[src/sv/rfr_pkg.sv]
// ----------------------------------------------------------------------------
// rfr_pkg
// Shared types and constants of the reply frame receiver.
// ----------------------------------------------------------------------------
package rfr_pkg;

  localparam int DEF_MAX_PAYLOAD = 16;

  localparam int CFG_ADDR_W = 3;
  localparam int CFG_DATA_W = 16;

  localparam logic [7:0]  HEADER_BYTE = 8'hFB;
  localparam logic [15:0] WAIT_MAX    = 16'hFFFF;

  localparam logic [7:0]  RST_STATION = 8'd1;
  localparam logic [7:0]  RST_CMD_A   = 8'd48;
  localparam logic [7:0]  RST_CMD_B   = 8'd48;
  localparam logic [4:0]  RST_LENGTH  = 5'd1;
  localparam logic [15:0] RST_TIMEOUT = 16'd3000;

  typedef enum logic [1:0] {
    OP_ARM  = 2'd0,
    OP_BYTE = 2'd1,
    OP_TICK = 2'd2
  } op_t;

  typedef enum logic [2:0] {
    ST_OK       = 3'd0,
    ST_BAD_ADDR = 3'd1,
    ST_BAD_CMD  = 3'd2,
    ST_BAD_CSUM = 3'd3,
    ST_TIMEOUT  = 3'd4
  } status_t;

  typedef enum logic [CFG_ADDR_W-1:0] {
    REG_STATION = 3'd0,
    REG_CMD_A   = 3'd1,
    REG_CMD_B   = 3'd2,
    REG_LENGTH  = 3'd3,
    REG_TIMEOUT = 3'd4
  } cfg_reg_t;

  typedef enum logic [3:0] {
    PH_IDLE,
    PH_SEEK,
    PH_ADDR,
    PH_CMD,
    PH_CMD_BADADDR,
    PH_DATA,
    PH_CSUM,
    PH_EMIT_RD,
    PH_EMIT_WR
  } phase_t;

endpackage

[src/sv/rfr_ram.sv]
// ----------------------------------------------------------------------------
// rfr_ram
// Generic single-write, single-read RAM with registered read data.
// ----------------------------------------------------------------------------
module rfr_ram #(
  parameter int WIDTH = 8,
  parameter int DEPTH = 16,
  parameter int AW    = (DEPTH > 1) ? $clog2(DEPTH) : 1
) (
  input  logic             clk,
  input  logic             we,
  input  logic [AW-1:0]    waddr,
  input  logic [WIDTH-1:0] wdata,
  input  logic [AW-1:0]    raddr,
  output logic [WIDTH-1:0] rdata
);

  logic [WIDTH-1:0] mem [DEPTH];

  always_ff @(posedge clk) begin
    if (we) begin
      mem[waddr] <= wdata;
    end
    rdata <= mem[raddr];
  end

endmodule

[src/sv/reply_frame_receiver_core.sv]
// ----------------------------------------------------------------------------
// reply_frame_receiver_core
// Armed reply frame receiver: header seek, address and command check,
// payload capture into RAM, sum-8 checksum, then payload burst or status.
// ----------------------------------------------------------------------------
//  channel  direction  handshake             payload
//  in_      slave      in_tvalid/in_tready   tuser: operation, tdata: rx_byte
//  out_     master     out_tvalid/out_tready tdata: status, data_byte;
//                                            tuser: has_data; tlast: last
//  cfg_     write      cfg_we                cfg_addr, cfg_wdata
//
//  An input transfer is processed combinationally; a failure or empty-payload
//  result lands in the output register at the same edge that takes it.
//  A good frame replays N stored bytes, each as a RAM read, then an output
//  load that waits for out_free; input is held off during the replay.
//  Reset is synchronous and clears phase, counters and the output valid.
//  Outside the replay, input stalls only while the output register holds
//  an untaken result.
// ----------------------------------------------------------------------------
module reply_frame_receiver_core #(
  parameter int MAX_PAYLOAD = rfr_pkg::DEF_MAX_PAYLOAD
) (
  input  logic                            clk,
  input  logic                            rst_n,
  input  logic                            in_tvalid,
  output logic                            in_tready,
  input  logic [7:0]                      in_tdata,   // [7:0] rx_byte
  input  logic [1:0]                      in_tuser,   // [1:0] operation
  output logic                            out_tvalid,
  input  logic                            out_tready,
  output logic [15:0]                     out_tdata,  // [2:0] status, [10:3] data_byte
  output logic [0:0]                      out_tuser,  // [0] has_data
  output logic                            out_tlast,
  input  logic                            cfg_we,
  input  logic [rfr_pkg::CFG_ADDR_W-1:0] cfg_addr,
  input  logic [rfr_pkg::CFG_DATA_W-1:0] cfg_wdata
);

  import rfr_pkg::*;

  localparam int CNT_W = $clog2(MAX_PAYLOAD + 1);
  localparam int IDX_W = (MAX_PAYLOAD > 1) ? $clog2(MAX_PAYLOAD) : 1;
  localparam logic [CNT_W-1:0] MAX_CNT = CNT_W'(MAX_PAYLOAD);

  // configuration
  logic [7:0]  station_r;
  logic [7:0]  cmd_a_r;
  logic [7:0]  cmd_b_r;
  logic [4:0]  length_r;
  logic [15:0] timeout_r;

  // frame state
  phase_t           phase_r, phase_nxt;
  logic [CNT_W-1:0] byte_count_r, byte_count_nxt;
  logic [7:0]       sum_r, sum_nxt;
  logic [15:0]      wait_r, wait_nxt;
  logic [IDX_W-1:0] rd_idx_r, rd_idx_nxt;

  // output register
  logic             out_valid_r;
  logic [2:0]       out_status_r;
  logic [7:0]       out_data_r;
  logic             out_has_r;
  logic             out_last_r;

  logic             ld_out;
  status_t          ld_status;
  logic [7:0]       ld_data;
  logic             ld_has;
  logic             ld_last;

  logic             ram_we;
  logic [7:0]       ram_rdata;

  logic             emitting;
  logic             out_free;
  logic             in_fire;
  logic [CNT_W-1:0] eff_len;
  logic [15:0]      wait_inc;
  logic [CNT_W-1:0] count_inc;
  logic [CNT_W:0]   rd_next_cnt;
  logic             emit_last;
  logic             store_ok;

  always_ff @(posedge clk) begin
    if (!rst_n) begin
      station_r <= RST_STATION;
      cmd_a_r   <= RST_CMD_A;
      cmd_b_r   <= RST_CMD_B;
      length_r  <= RST_LENGTH;
      timeout_r <= RST_TIMEOUT;
    end else if (cfg_we) begin
      unique case (cfg_addr)
        REG_STATION: station_r <= cfg_wdata[7:0];
        REG_CMD_A:   cmd_a_r   <= cfg_wdata[7:0];
        REG_CMD_B:   cmd_b_r   <= cfg_wdata[7:0];
        REG_LENGTH:  length_r  <= cfg_wdata[4:0];
        REG_TIMEOUT: timeout_r <= cfg_wdata[15:0];
        default: ;
      endcase
    end
  end

  assign emitting  = (phase_r == PH_EMIT_RD) || (phase_r == PH_EMIT_WR);
  assign out_free  = !out_valid_r || out_tready;
  assign in_tready = !emitting && out_free;
  assign in_fire   = in_tvalid && in_tready;

  assign eff_len   = (32'(length_r) > 32'(MAX_PAYLOAD)) ? MAX_CNT : CNT_W'(length_r);
  assign wait_inc  = (wait_r == WAIT_MAX) ? wait_r : wait_r + 16'd1;
  assign store_ok  = byte_count_r < MAX_CNT;
  assign count_inc = store_ok ? byte_count_r + CNT_W'(1) : byte_count_r;

  assign rd_next_cnt = (CNT_W+1)'(rd_idx_r) + (CNT_W+1)'(1);
  assign emit_last   = rd_next_cnt == {1'b0, byte_count_r};

  // payload store; writes happen only while collecting and read data is used
  // only while replaying, so a write never meets a used read of the same entry
  rfr_ram #(
    .WIDTH (8),
    .DEPTH (MAX_PAYLOAD),
    .AW    (IDX_W)
  ) u_payload (
    .clk   (clk),
    .we    (ram_we),
    .waddr (byte_count_r[IDX_W-1:0]),
    .wdata (in_tdata),
    .raddr (rd_idx_r),
    .rdata (ram_rdata)
  );

  always_ff @(posedge clk) begin
    if (!rst_n) begin
      phase_r      <= PH_IDLE;
      byte_count_r <= '0;
      sum_r        <= '0;
      wait_r       <= '0;
      rd_idx_r     <= '0;
    end else begin
      phase_r      <= phase_nxt;
      byte_count_r <= byte_count_nxt;
      sum_r        <= sum_nxt;
      wait_r       <= wait_nxt;
      rd_idx_r     <= rd_idx_nxt;
    end
  end

  always_comb begin
    phase_nxt      = phase_r;
    byte_count_nxt = byte_count_r;
    sum_nxt        = sum_r;
    wait_nxt       = wait_r;
    rd_idx_nxt     = rd_idx_r;
    ld_out         = 1'b0;
    ld_status      = ST_OK;
    ld_data        = 8'd0;
    ld_has         = 1'b0;
    ld_last        = 1'b1;
    ram_we         = 1'b0;

    if (phase_r == PH_EMIT_RD) begin
      phase_nxt = PH_EMIT_WR;
    end else if (phase_r == PH_EMIT_WR) begin
      if (out_free) begin
        ld_out  = 1'b1;
        ld_has  = 1'b1;
        ld_data = ram_rdata;
        ld_last = emit_last;
        if (emit_last) begin
          phase_nxt = PH_IDLE;
        end else begin
          rd_idx_nxt = rd_idx_r + IDX_W'(1);
          phase_nxt  = PH_EMIT_RD;
        end
      end
    end else if (in_fire) begin
      if (in_tuser == OP_ARM) begin
        phase_nxt      = PH_SEEK;
        byte_count_nxt = '0;
        sum_nxt        = '0;
        wait_nxt       = '0;
      end else if (phase_r != PH_IDLE && in_tuser == OP_TICK) begin
        wait_nxt = wait_inc;
        if (timeout_r != 16'd0 && wait_inc >= timeout_r) begin
          ld_out    = 1'b1;
          ld_status = ST_TIMEOUT;
          phase_nxt = PH_IDLE;
        end
      end else if (phase_r != PH_IDLE && in_tuser == OP_BYTE) begin
        if (phase_r != PH_SEEK) begin
          wait_nxt = '0;
        end
        unique case (phase_r)
          PH_SEEK: begin
            // drop bytes until the header; the timer keeps running
            if (in_tdata == HEADER_BYTE) begin
              sum_nxt        = HEADER_BYTE;
              byte_count_nxt = '0;
              wait_nxt       = '0;
              phase_nxt      = PH_ADDR;
            end
          end
          PH_ADDR: begin
            sum_nxt   = sum_r + in_tdata;
            phase_nxt = (in_tdata == station_r) ? PH_CMD : PH_CMD_BADADDR;
          end
          PH_CMD_BADADDR: begin
            ld_out    = 1'b1;
            ld_status = ST_BAD_ADDR;
            phase_nxt = PH_IDLE;
          end
          PH_CMD: begin
            if (in_tdata != cmd_a_r && in_tdata != cmd_b_r) begin
              ld_out    = 1'b1;
              ld_status = ST_BAD_CMD;
              phase_nxt = PH_IDLE;
            end else begin
              sum_nxt        = sum_r + in_tdata;
              byte_count_nxt = '0;
              phase_nxt      = (eff_len == '0) ? PH_CSUM : PH_DATA;
            end
          end
          PH_DATA: begin
            ram_we         = store_ok;
            byte_count_nxt = count_inc;
            sum_nxt        = sum_r + in_tdata;
            if (count_inc >= eff_len) begin
              phase_nxt = PH_CSUM;
            end
          end
          PH_CSUM: begin
            if (in_tdata != sum_r) begin
              ld_out    = 1'b1;
              ld_status = ST_BAD_CSUM;
              phase_nxt = PH_IDLE;
            end else if (byte_count_r == '0) begin
              ld_out    = 1'b1;
              phase_nxt = PH_IDLE;
            end else begin
              rd_idx_nxt = '0;
              phase_nxt  = PH_EMIT_RD;
            end
          end
          default: phase_nxt = PH_IDLE;
        endcase
      end
    end
  end

  always_ff @(posedge clk) begin
    if (!rst_n) begin
      out_valid_r <= 1'b0;
    end else if (ld_out) begin
      out_valid_r <= 1'b1;
    end else if (out_tready) begin
      out_valid_r <= 1'b0;
    end
  end

  always_ff @(posedge clk) begin
    if (ld_out) begin
      out_status_r <= ld_status;
      out_data_r   <= ld_data;
      out_has_r    <= ld_has;
      out_last_r   <= ld_last;
    end
  end

  assign out_tvalid = out_valid_r;
  assign out_tdata  = {5'd0, out_data_r, out_status_r};
  assign out_tuser  = out_has_r;
  assign out_tlast  = out_last_r;

`ifndef SYNTHESIS
  a_no_input_in_replay: assert property (@(posedge clk) disable iff (!rst_n)
    in_fire |-> !emitting)
    else $error("input transfer taken during payload replay");

  a_no_overwrite: assert property (@(posedge clk) disable iff (!rst_n)
    ld_out |-> (!out_valid_r || out_tready))
    else $error("result loaded over an untaken result");

  a_count_bound: assert property (@(posedge clk) disable iff (!rst_n)
    byte_count_r <= MAX_CNT)
    else $error("payload count beyond store depth");

  a_replay_nonempty: assert property (@(posedge clk) disable iff (!rst_n)
    (phase_r == PH_EMIT_RD || phase_r == PH_EMIT_WR) |-> byte_count_r != '0)
    else $error("replay started with empty payload");

  a_replay_advance: assert property (@(posedge clk) disable iff (!rst_n)
    (phase_r == PH_EMIT_WR && out_free && !emit_last) |=>
      (phase_r == PH_EMIT_RD && rd_idx_r == $past(rd_idx_r) + IDX_W'(1)))
    else $error("replay index did not advance");
`endif

endmodule

[config.mk]
export PLATFORM = sky130hd
export DESIGN_NAME = reply_frame_receiver_core
export DESIGN_NICKNAME = d
export VERILOG_FILES = /design/src/sv/rfr_pkg.sv /design/src/sv/rfr_ram.sv /design/src/sv/reply_frame_receiver_core.sv
export SDC_FILE = /design/constraint.sdc
export NUM_CORES = 1
export LEC_CHECK = 0
export ABC_AREA = 0
export BUFFER_PORTS_ARGS = -buffer_cell sky130_fd_sc_hd__buf_2
export CORE_AREA = 2 2 181 183
export DETAILED_ROUTE_END_ITERATION = 6
export DIE_AREA = 0 0 183 185
export HOLD_SLACK_MARGIN = 0.15
export PLACE_DENSITY = 0.49
export SETUP_SLACK_MARGIN = 0.2
export SYNTH_ARGS = -nofsm -noshare
export SYNTH_HDL_FRONTEND = slang
export SYNTH_SLANG_ARGS = --single-unit
[constraint.sdc]
create_clock -name clk -period 9.4 [get_ports clk]
set_input_delay 1.88 -clock clk [delete_from_list [all_inputs] [get_ports clk]]
set_output_delay 1.88 -clock clk [all_outputs]
set_load 0.02 [all_outputs]
== Word level (Yosys, flattened, before mapping) ==
Memory sizes are Yosys's and may differ from the RTL's. A register that Yosys moved wholly into a read port is not among the register bits.
Cells that the tools add are included.

* Word-level logic and storage cells: 189
* Input bits: 34
* Register bits: 96
* Memories: 1
* Memory bits (writable): 128

{| class="wikitable"
|+ Memories
! memory !! depth !! bits a word !! read ports !! clocked after memory_dff !! write ports !! RTL line !! source
|-
| u_payload.mem || 16 || 8 || 1 || 1 || 1 || rfr_ram.sv:18 || <nowiki>logic [WIDTH-1:0] mem [DEPTH];</nowiki>
|}

* Eq/ne operators: 38
* Add/sub/neg operators: 5
* $lt $le $gt $ge: 4
* Multiplexer cells: 77
* Bitwise gates (word level): 5
* Reduce and logical (&&, ||, !) cells: 43

{| class="wikitable"
|+ Operator list
! kind !! count
|-
| 16-bit 2-to-1 mux || 7
|-
| 4-bit 2-to-1 mux || 20
|-
| 8-bit 2-to-1 mux || 5
|-
| 5-bit 2-to-1 mux || 7
|-
| 8-bit inequality test || 3
|-
| 8-bit case mux with 3 select lines || 1
|-
| 1-bit 2-to-1 mux || 22
|-
| 3-bit 2-to-1 mux || 7
|-
| 4-bit case mux with 5 select lines || 1
|-
| 16-bit by 1-bit adder with 16-bit output (second input constant) || 1
|-
| 16-bit == test (second input constant) || 1
|-
| 4-bit by 3-bit == test with 1-bit output (second input constant) || 4
|-
| 16-bit >= comparator || 1
|-
| 8-bit AND reduction || 2
|-
| 16-bit nonzero test || 1
|-
| 4-bit nonzero test || 4
|-
| 5-bit case mux with 3 select lines || 1
|-
| 2-bit inequality test (second input constant) || 7
|-
| 6-bit inequality test (second input constant) || 2
|-
| 6-bit AND reduction || 2
|-
| 5-bit zero test || 2
|-
| 5-bit inequality test (second input constant) || 2
|-
| 10-bit AND reduction || 1
|-
| 2-bit AND reduction || 5
|-
| other kinds (38) || 63
|}

== Longest topological paths before layout ==
Gate-level depths: netlist of the first run.

* Depth after elaboration: 12
* Depth in mapped cells: 15

== Hierarchy ==
Synthesis of the first run repeated with hierarchy kept, for this count alone.

* Cells, all modules: 924
* Area, all modules: 10928.0 sq um

{| class="wikitable"
|+ Modules (own cells, without submodules)
! module !! area each (sq um) !! sequential area each (sq um) !! cells an instance !! times used
|-
| reply_frame_receiver_core || 5780.5 || 2052.0 || 695 || 1
|-
| rfr_ram || 5147.4 || 4003.8 || 229 || 1
|}

== Least setup slack after synthesis of the first run ==
OpenSTA, ideal clock, no wires.

* Path type: input to output
* Start: input out_tready
* End: output in_tready
* Path buffers: 0
* Arrival: 2464 ps
* Path slack: 5056 ps
* Cell stages on the path: 2
* Cell sequence: nor2b_1 nor3_1

* Cells in the longest elaborated chain, start to end: 2

{| class="wikitable"
|+ Ends and longest elaborated chain
! element !! RTL line !! source
|-
| from (decl) || reply_frame_receiver_core.sv:30 || <nowiki>input logic out_tready,</nowiki>
|-
| 1-bit logical OR || reply_frame_receiver_core.sv:105 || <nowiki>assign out_free = !out_valid_r || out_tready;</nowiki>
|-
| 1-bit logical AND || reply_frame_receiver_core.sv:106 || <nowiki>assign in_tready = !emitting && out_free;</nowiki>
|-
| to (decl) || reply_frame_receiver_core.sv:26 || <nowiki>output logic in_tready,</nowiki>
|}

No other way between the ends.

== Worst setup path in the final report of the first run ==
* Start: register wait_r[4]
* End: register out_valid_r, in the netlist out_tvalid

* Cells in the longest elaborated chain, start to end: 11
* Elaborated cells between the ends (all ways): 13
* Classes of those cells: add/sub: 1; order compare: 1; eq/ne: 1; mux: 8; reduce/logical: 2

{| class="wikitable"
|+ Ends and longest elaborated chain
! element !! RTL line !! source
|-
| from (decl) || reply_frame_receiver_core.sv:56 || <nowiki>logic [15:0] wait_r, wait_nxt;</nowiki>
|-
| from (signal assigned) || reply_frame_receiver_core.sv:143 || <nowiki>wait_r <= wait_nxt;</nowiki>
|-
| 16-bit by 1-bit adder with 16-bit output / 16-bit == test (equally long branches) || reply_frame_receiver_core.sv:110 || <nowiki>assign wait_inc = (wait_r == WAIT_MAX) ? wait_r : wait_r + 16'd1;</nowiki>
|-
| 16-bit 2-to-1 mux (*) || reply_frame_receiver_core.sv:110 ||
|-
| 16-bit >= comparator (*) || reply_frame_receiver_core.sv:184 || <nowiki>if (timeout_r != 16'd0 && wait_inc >= timeout_r) begin</nowiki>
|-
| 1-bit logical AND (*) || reply_frame_receiver_core.sv:184 ||
|-
| 1-bit 2-to-1 mux (*) || reply_frame_receiver_core.sv:184 ||
|-
| 1-bit 2-to-1 mux (*) || reply_frame_receiver_core.sv:182 || <nowiki>end else if (phase_r != PH_IDLE && in_tuser == OP_TICK) begin</nowiki>
|-
| 1-bit 2-to-1 mux (*) || reply_frame_receiver_core.sv:177 || <nowiki>if (in_tuser == OP_ARM) begin</nowiki>
|-
| 1-bit 2-to-1 mux (*) || reply_frame_receiver_core.sv:176 || <nowiki>end else if (in_fire) begin</nowiki>
|-
| 1-bit 2-to-1 mux (*) || reply_frame_receiver_core.sv:163 || <nowiki>end else if (phase_r == PH_EMIT_WR) begin</nowiki>
|-
| 1-bit 2-to-1 mux (*) || reply_frame_receiver_core.sv:161 || <nowiki>if (phase_r == PH_EMIT_RD) begin</nowiki>
|-
| net ld_out || reply_frame_receiver_core.sv:66 || <nowiki>logic ld_out;</nowiki>
|-
| 1-bit 2-to-1 mux / 2-bit nonzero test (equally long branches) || - ||
|-
| to (signal assigned) || reply_frame_receiver_core.sv:252 || <nowiki>out_valid_r <= 1'b0;</nowiki>
|-
| to (signal assigned) || reply_frame_receiver_core.sv:254 || <nowiki>out_valid_r <= 1'b1;</nowiki>
|-
| to (signal assigned) || reply_frame_receiver_core.sv:256 || <nowiki>out_valid_r <= 1'b0;</nowiki>
|-
| to (decl) || reply_frame_receiver_core.sv:60 || <nowiki>logic out_valid_r;</nowiki>
|}

The timed path passes the listed nets; every way through them passes the cells marked *.
A chain may end at the register's enable or synchronous reset.

==> results.py, run 1 <==
metrics = {
    "synthesis": {
        "synth-seq-cells": 232,
        "synth_seq_area_share_pct": 55.1,
        "syn_area_per_cell_sq_um": 11.9,
        "synth_area_sq_mm": 0.0110,
        "synth_cell_types": 76,
        "synthArstFlopShare_pct": 0,
        "ys.flop_type": "edfxtp_1",
        "ys.warnings.count": 0,
        "synth_edf_count": 141,
        "synth_cells": 925,
    },
    "min_path": {
        "hp-class": "flop to flop",
        "hp-start": "sum_r[4]",
    },
    "layout": {
        "syn2layout_area_growth_pct": 13.3,
        "drive_gt1_share_pct": 15.3,
        "final_common_cell": "edfxtp_1",
        "layout_common_cells": "141 x edfxtp_1, 134 x nand2_1, 90 x dfxtp_1",
        "fin_util_pct": 38.9,
        "fin_area_sq_mm": 0.0125,
        "num-fill-cells": 3108,
        "multi_input_area_sq_mm": 0.00464,
        "seq_area_sq_mm": 0.00606,
        "n_antenna_cell": 0,
        "fin_nets": 1031,
    },
    "critical_path": {
        "crit_fanout": 14,
        "rr_startpoint": "wait_r[4]",
        "worstSetupPathType": "flop to flop",
        "crit_start": "wait_r[4]",
        "worstPathArrival_ns": 5.29,
        "worst_ep_required_time_ns": 9.84,
        "endpoint_kind": "flop",
        "critPathLaunchType": "flop",
    },
    "route": {
        "drtIter0Drc": 431,
        "drt-total-wl_um": 25900,
        "drc_errors": 0,
        "drt-pass1-iter-count": 5,
        "wl_per_cell_um": 18.6,
        "num_vias": 7114,
        "antenna_left": 0,
        "post_drt_via_cell_ratio": 5.12,
    },
    "grt": {
        "grt_pass1_wl_um": 41100,
        "met1_usage_pct": 23.0,
        "use_met2_pct": 24.4,
        "grt_use_met3_pct": 2.12,
        "grt_max_degree": 85,
        "grt.overflow.total": 0,
        "grt_usage_pct": 15.6,
        "busiest_layer": "met2",
        "antenna_found_initial": 1,
        "grt_pass1_vias": 6978,
    },
    "cts": {
        "cts_tree": "done",
        "root_buffer": "clkbuf_16",
        "clk_path_buf_depth": 3,
        "post_cts_resize_count": 0,
        "htree_num_levels": 1,
        "path_clk_slew_ns": 0.06,
        "clock_sinks": 232,
        "cts_setup_buffers": 0,
        "cts_buffers": 26,
        "clkLatencyLatePin_ns": 0.55,
        "cts-hold-fix-buffers": 0,
    },
    "power_and_ir_drop": {
        "powerDensity_mw_per_mm2": 177,
        "p_leak_nw": 4.37,
        "power_mw": 2.21,
        "vdd_drop_max_v": 0.000134,
    },
    "die": {
        "die_h_um": 185,
        "die_w_um": 183,
        "die-area_sq_mm": 0.0339,
        "placementRows": 66,
        "ios": 54,
        "core-area_sq_mm": 0.0320,
        "start_util_pct": 34.3,
    },
    "sta": {
        "rsz0062_at_grt": "no",
        "timing.final.crit_share_pct": 51.5,
        "maxSlewViolCount": 0,
        "worst_pin_slew_ns": 1.27,
        "finalSetupViolCount": 0,
        "fmax_ghz": 0.206,
        "hold_viol": 0,
        "min_period_ns": 4.84,
        "setup_ws_ns": 4.56,
        "relSlewSlack_pct": 14.9,
        "fin_skew_ns": 0.0167,
        "fin_setup_tns_ns": 0,
    },
    "status": {
        "outcome": "completed",
    },
    "placed_design": {
        "routabilityCongestion": 0.777,
        "dp_slack_ns": 4.42,
        "hpwlAfterDp_um": 17200,
        "port_buffers": 48,
        "dpl_cell_area_sq_mm": 0.0116,
    },
    "flow_run": {
        "drv_cap": 0,
    },
}
power by group:
group / switching [mW] / internal, mW / leakage [nW]
clock network: 0.420 / 0.614 / 0.424
registers: 0.00572 / 1.08 / 2.02
logic: 0.0585 / 0.0294 / 1.93
total: 0.484 / 1.73 / 4.37
area by class of cell:
class,instances,share of cell area [%]
clock buffers,33,5.67
flip-flops and latches,232,48.6
multi-input cells,623,37.3
clock inverters,14,1.34
inverters,26,0.783
repair buffers,53,2.23
well taps,408,4.10
worst paths after layout:
kind	slack, ns	cells after the start	endpoint
setup / recovery	4.56	14	out_tvalid
hold / removal	0.47	2	sum_r[4]
setup reg to reg	4.56	14	out_tvalid
hold reg to reg	0.47	2	sum_r[4]
worst max-delay path, stage by stage (launching register included):
cell and delay, ns:
dfxtp_1 0.47, and4_1 0.31, nand3_1 0.20, nor4_1 0.68
nor2_1 0.25, and3_1 0.29, xor2_1 0.26, ha_1 0.30
and2_0 0.17, a221o_1 0.29, a21oi_1 0.17, o21ai_0 0.23
and3_1 0.28, a211o_1 0.56, o21a_1 0.28
metal layers:
| metal | vias up | wire, um |
|---|---|---|
| met4 | 0 | 386 |
| met3 | 34 | 1020 |
| met5 | - | 0 |
| met2 | 131 | 11500 |
| met1 | 3457 | 12900 |
| li1 | 3492 | - |
cells by family after synthesis:
group	Yosys count	share of synthesized area [%]
AO/OA/AOI/OAI	155	10.1
XOR/XNOR	49	4.03
adder cells (fa/ha/maj)	35	4.05
buffers and inverters	74	2.87
flip-flops	232	55.1
multiplexers	49	9.06
other	1	0.0341
AND/OR/NAND/NOR	330	14.8
stage by stage:
step | hold WS, ns | cells
after global routing | 0.495 | 1389
after CTS | 0.479 | 1388
final | 0.474 | 1389
after detailed placement | 0.471 | 1341
after global placement | 0.464 | 1341
after floorplan | 0.434 | 929
registers in the layout (all words and copies together) (netlist names), 8 cells and up:
| name | cells |
|---|---|
| u_payload.mem | 128 |
| station_r | 8 |
| wait_r | 16 |
| sum_r | 8 |
| cmd_b_r | 8 |
| cmd_a_r | 8 |
| timeout_r | 16 |
| u_payload.rdata | 8 |
| out_data_r | 8 |
synth_stat cells (14+ instances only):
library cell	n	area share [%]
mux4_2	40	8.2
edfxtp_1	141	38
nor4_1	14	0.80
clkbuf_1	33	1.1
nand2_1	134	4.6
inv_1	26	0.89
and2_1	14	0.80
xnor2_1	14	1.1
nor2b_1	18	1.0
dfxtp_1	91	17
nor3_1	18	0.82
a21oi_1	26	1.2
a21boi_0	34	2.3
o21ai_0	16	0.73
nand3_1	25	1.1
xor2_1	34	2.7
nor2_1	45	1.5
ha_1	34	3.9
(Power assumes the default switching activity.)
==> run 2, diff against run 1 <==
Clock period 9.4 ns to 4.6 ns, I/O delays scaled along.
==> results.py, run 2 (synthesis results as in run 1) <==
metrics = {
    "sta": {
        "fmax_ghz": 0.249,
        "worst_pin_slew_ns": 0.968,
        "fin_skew_ns": 0.0172,
        "setup_ws_ns": 0.584,
        "finalSetupViolCount": 0,
        "hold_viol": 0,
        "maxSlewViolCount": 0,
        "rsz0062_at_grt": "no",
        "relSlewSlack_pct": 35.2,
        "timing.final.crit_share_pct": 87.3,
        "min_period_ns": 4.02,
        "hold_ws_ns": 0.459,
        "fin_setup_tns_ns": 0,
    },
    "cts": {
        "clock_sinks": 232,
        "clkLatencyLatePin_ns": 0.55,
        "cts_buffers": 26,
        "cts_setup_buffers": 0,
        "htree_num_levels": 1,
        "path_clk_slew_ns": 0.06,
        "cts_tree": "done",
        "cts-hold-fix-buffers": 0,
        "root_buffer": "clkbuf_16",
        "clk_path_buf_depth": 3,
        "post_cts_resize_count": 0,
    },
    "status": {
        "outcome": "completed",
    },
    "die": {
        "die_h_um": 185,
        "start_util_pct": 34.3,
        "die-area_sq_mm": 0.0339,
        "ios": 54,
        "core-area_sq_mm": 0.0320,
        "die_w_um": 183,
        "placementRows": 66,
    },
    "grt": {
        "grt_max_degree": 50,
        "grt_pass1_vias": 7096,
        "antenna_found_initial": 0,
        "grt_pass1_wl_um": 41400,
        "grt_usage_pct": 15.8,
        "grt.overflow.total": 0,
    },
    "placed_design": {
        "routabilityCongestion": 0.822,
        "dp_slack_ns": 0.606,
        "hpwlAfterDp_um": 18200,
        "port_buffers": 48,
        "dpl_cell_area_sq_mm": 0.0118,
    },
    "layout": {
        "drive_gt1_share_pct": 17.8,
        "largest_reg_flops": 128,
        "fin_util_pct": 39.5,
        "num-fill-cells": 3112,
        "top_register": "u_payload.mem",
        "fin_area_sq_mm": 0.0127,
        "syn2layout_area_growth_pct": 15.0,
        "fin_nets": 1060,
        "final_common_cell": "edfxtp_1",
        "layout_common_cells": "141 x edfxtp_1, 134 x nand2_1, 90 x dfxtp_1",
        "n_antenna_cell": 0,
        "top_regs": "u_payload.mem (128), timeout_r (16), wait_r (16)",
    },
    "critical_path": {
        "rr_startpoint": "wait_r[4]",
        "r2r_slack_ns": 0.58,
        "endpoint_kind": "flop",
        "crit_fanout": 14,
        "timing.reg2reg.worst_path_depth": 13,
        "worstReg2RegEnd": "out_tuser",
        "critical_path.top_delay_family": "simple AND/OR/NAND/NOR gates",
        "worstSetupPathType": "flop to flop",
        "worst_ep_required_time_ns": 4.83,
        "cp_common_cell": "nor2_1",
        "slowest_delay_ns": 0.64,
        "critPathLaunchType": "flop",
        "path_cells": "and4_1, nand3_1, or4_1, nor2_1, mux2_2, ha_1, nand2_1, nor2_1, nand4_1, o21ai_0, and3_1, a211o_1, buf_4",
        "crit_buf_inv": 1,
        "slowest_stage": "or4_1",
        "worstPathArrival_ns": 4.24,
    },
    "power_and_ir_drop": {
        "p_leak_nw": 4.51,
        "powerDensity_mw_per_mm2": 353,
        "vdd_drop_max_v": 0.000242,
    },
    "min_path": {
        "hold_end": "sum_r[2]",
        "hp-class": "flop to flop",
        "hp-start": "sum_r[2]",
        "whs_path_depth": 2,
    },
    "route": {
        "post_drt_via_cell_ratio": 5.12,
        "drtIter0Drc": 403,
        "drt-total-wl_um": 26700,
        "drc_errors": 0,
        "drt-pass1-iter-count": 5,
        "num_vias": 7267,
        "wl_per_cell_um": 18.8,
        "antenna_left": 0,
    },
    "flow_run": {
        "drv_cap": 0,
    },
}
## run 2: cell count changes in the layout (fill, tap and decap cells not counted)
cell and change:
clkbuf_16 +1, bufinv_16 -1, clkinv_1 -1, inv_4 +1
buf_4 +30, clkbuf_4 -1, clkinvlp_4 +2, clkinv_2 +1
clkbuf_8 -3
## run 2: how the worst max path moves through the flow
stage                    end  depth (start not counted)      start  slack, ns
6_report           out_tuser                         13  wait_r[4]       0.58
5_1_grt           out_tvalid                         16  wait_r[4]       0.24
4_1_cts           out_tvalid                         16  wait_r[4]       0.58
3_5_place_dp      out_tvalid                         16  wait_r[4]       0.61
3_3_place_gp   out_data_r[2]                         13  wait_r[4]       0.64
2_1_floorplan     out_tvalid                         15  wait_r[4]       0.67
## run 2: area by class of cell
cell class,count,area (sq um),share of cell area [%]
Clock buffer,31,691,5.46
Inverter,26,97.6,0.771
Clock inverter,16,159,1.26
Multi-Input combinational cell,623,4640,36.7
Sequential cell,232,6060,47.9
Tap cell,408,510,4.03
Timing Repair Buffer,82,495,3.92
## run 2: metal layers
| layer | GRT usage, % | part of all wire, % | wire length [um] | up-vias |
|---|---|---|---|---|
| met1 | 22.9 | 49 | 13200 | 3565 |
| li1 | - | - | - | 3548 |
| met3 | 2.32 | 3.6 | 951 | 29 |
| met4 | 3.26 | 1.3 | 341 | 0 |
| met2 | 25.3 | 46 | 12200 | 125 |
| met5 | 0 | 0 | 0 | - |
## run 2: through the flow
step           power (mW)  cells
5_1_grt              4.62   1418
4_1_cts              4.52   1416
3_5_place_dp         2.46   1369
6_report             4.46   1418
2_1_floorplan        2.38    929
3_3_place_gp         2.46   1369
## run 2: worst min-delay path, stage by stage, from the launching register on
cell      delay, ns
dfxtp_1        0.31
nand2_1        0.05
a21boi_1       0.05
## run 2: power breakdown
group	switching [mW]	internal, mW	leakage, nW	total, mW
combinational	0.125	0.0651	2.08	0.191
clock	0.858	1.19	0.408	2.05
sequential	0.0110	2.21	2.02	2.22
==> run 3, diff against run 2 <==
Settings changed: CORE_AREA 2 2 181 183 to 2 2 215 154, DIE_AREA 0 0 183 185 to 0 0 217 156.
==> results.py, run 3 (synthesis results as in run 1) <==
metrics = {
    "grt": {
        "grt.overflow.total": 0,
        "antenna_found_initial": 2,
        "grt_usage_pct": 16.8,
        "grt_pass1_vias": 6998,
        "grt_pass1_wl_um": 43300,
        "grt_max_degree": 56,
    },
    "critical_path": {
        "worstSetupPathType": "flop to flop",
        "endpoint_kind": "flop",
        "critPathLaunchType": "flop",
        "crit_fanout": 14,
        "worst_ep_required_time_ns": 5.02,
        "r2r_slack_ns": 0.54,
        "worstPathArrival_ns": 4.48,
    },
    "die": {
        "ios": 54,
        "die_h_um": 156,
        "start_util_pct": 34.6,
        "core-area_sq_mm": 0.0318,
        "die-area_sq_mm": 0.0339,
        "placementRows": 55,
        "die_w_um": 217,
    },
    "sta": {
        "fin_setup_tns_ns": 0,
        "fmax_ghz": 0.246,
        "relSlewSlack_pct": 29.5,
        "hold_viol": 0,
        "finalSetupViolCount": 0,
        "timing.final.crit_share_pct": 88.3,
        "hold_ws_ns": 0.462,
        "setup_ws_ns": 0.540,
        "rsz0062_at_grt": "yes",
        "fin_skew_ns": 0.0184,
        "min_period_ns": 4.06,
        "worst_pin_slew_ns": 1.04,
        "maxSlewViolCount": 0,
    },
    "layout": {
        "top_regs": "u_payload.mem (128), timeout_r (16), wait_r (16)",
        "top_register": "u_payload.mem",
        "drive_gt1_share_pct": 17.4,
        "layout_common_cells": "141 x edfxtp_1, 134 x nand2_1, 90 x dfxtp_1",
        "largest_reg_flops": 128,
        "fin_nets": 1055,
        "fin_area_sq_mm": 0.0125,
        "fin_util_pct": 39.5,
        "n_antenna_cell": 0,
        "syn2layout_area_growth_pct": 14.1,
        "final_common_cell": "edfxtp_1",
    },
    "cts": {
        "cts-hold-fix-buffers": 0,
        "htree_num_levels": 1,
        "path_clk_slew_ns": 0.06,
        "cts_tree": "done",
        "clk_path_buf_depth": 3,
        "root_buffer": "clkbuf_16",
        "cts_buffers": 25,
        "clock_sinks": 232,
        "clkLatencyLatePin_ns": 0.54,
    },
    "route": {
        "drc_errors": 0,
        "drt-total-wl_um": 28200,
        "wl_per_cell_um": 19.7,
        "drtIter0Drc": 534,
        "post_drt_via_cell_ratio": 5.14,
        "drt-pass1-iter-count": 5,
        "num_vias": 7354,
        "antenna_left": 0,
    },
    "status": {
        "outcome": "completed",
    },
    "min_path": {
        "hp-class": "flop to flop",
    },
    "power_and_ir_drop": {
        "powerDensity_mw_per_mm2": 340,
        "p_leak_nw": 4.43,
        "vdd_drop_max_v": 0.000218,
    },
    "placed_design": {
        "hpwlAfterDp_um": 19700,
        "dpl_cell_area_sq_mm": 0.0118,
        "dp_slack_ns": 0.375,
        "port_buffers": 48,
        "routabilityCongestion": 0.837,
    },
    "flow_run": {
        "drv_cap": 0,
    },
}
[run 3: what timing repair did]
item,in CTS,in global routing
endpoints found under the setup margin,0,16
setup buffers,0,0
resized for setup,0,2
[run 3: stage by stage]
stage | instances | power [mW]
final | 1431 | 4.26
after global routing | 1431 | 4.42
after CTS | 1431 | 4.32
after detailed placement | 1386 | 2.46
after global placement | 1386 | 2.46
after floorplan | 929 | 2.38
[run 3: worst max-delay path, stage by stage (launching register included)]
cell	delay, ns
dfxtp_1	0.45
and4_1	0.28
nand3_1	0.22
nor4_2	0.38
nor2_1	0.16
and3_1	0.25
xor2_1	0.15
ha_1	0.29
and2_0	0.18
a221o_1	0.30
a21oi_1	0.14
o21ai_0	0.17
and3_1	0.27
a211o_2	0.47
o21a_1	0.22
[run 3: layout make-up]
type | instances | area [sq um]
Clock buffer | 31 | 658
Clock inverter | 14 | 83.8
Fill cell | 3089 | 19200
Inverter | 26 | 97.6
Multi-Input combinational cell | 623 | 4650
Sequential cell | 232 | 6060
Tap cell | 427 | 534
Timing Repair Buffer | 78 | 465
[run 3: worst paths after layout]
path / from / depth (start not counted) / end
worst max register to register: wait_r[4] / 14 / out_tvalid
worst max-delay path: wait_r[4] / 14 / out_tvalid
worst min register to register: sum_r[6] / 2 / sum_r[6]
worst min-delay path: sum_r[6] / 2 / sum_r[6]
[run 3: metal layers]
metal / global-route usage (%) / up-vias / wire length, um
met5: 0 / - / 0
met4: 3.10 / 0 / 335
met3: 2.71 / 24 / 1520
met2: 22.6 / 176 / 11100
met1: 27.6 / 3612 / 15200
li1: - / 3542 / -
[run 3: where the power goes]
part | internal, mW | total, mW | switching [mW]
registers | 2.21 | 2.22 | 0.0114
clock network | 1.02 | 1.84 | 0.827
logic | 0.0645 | 0.194 | 0.130
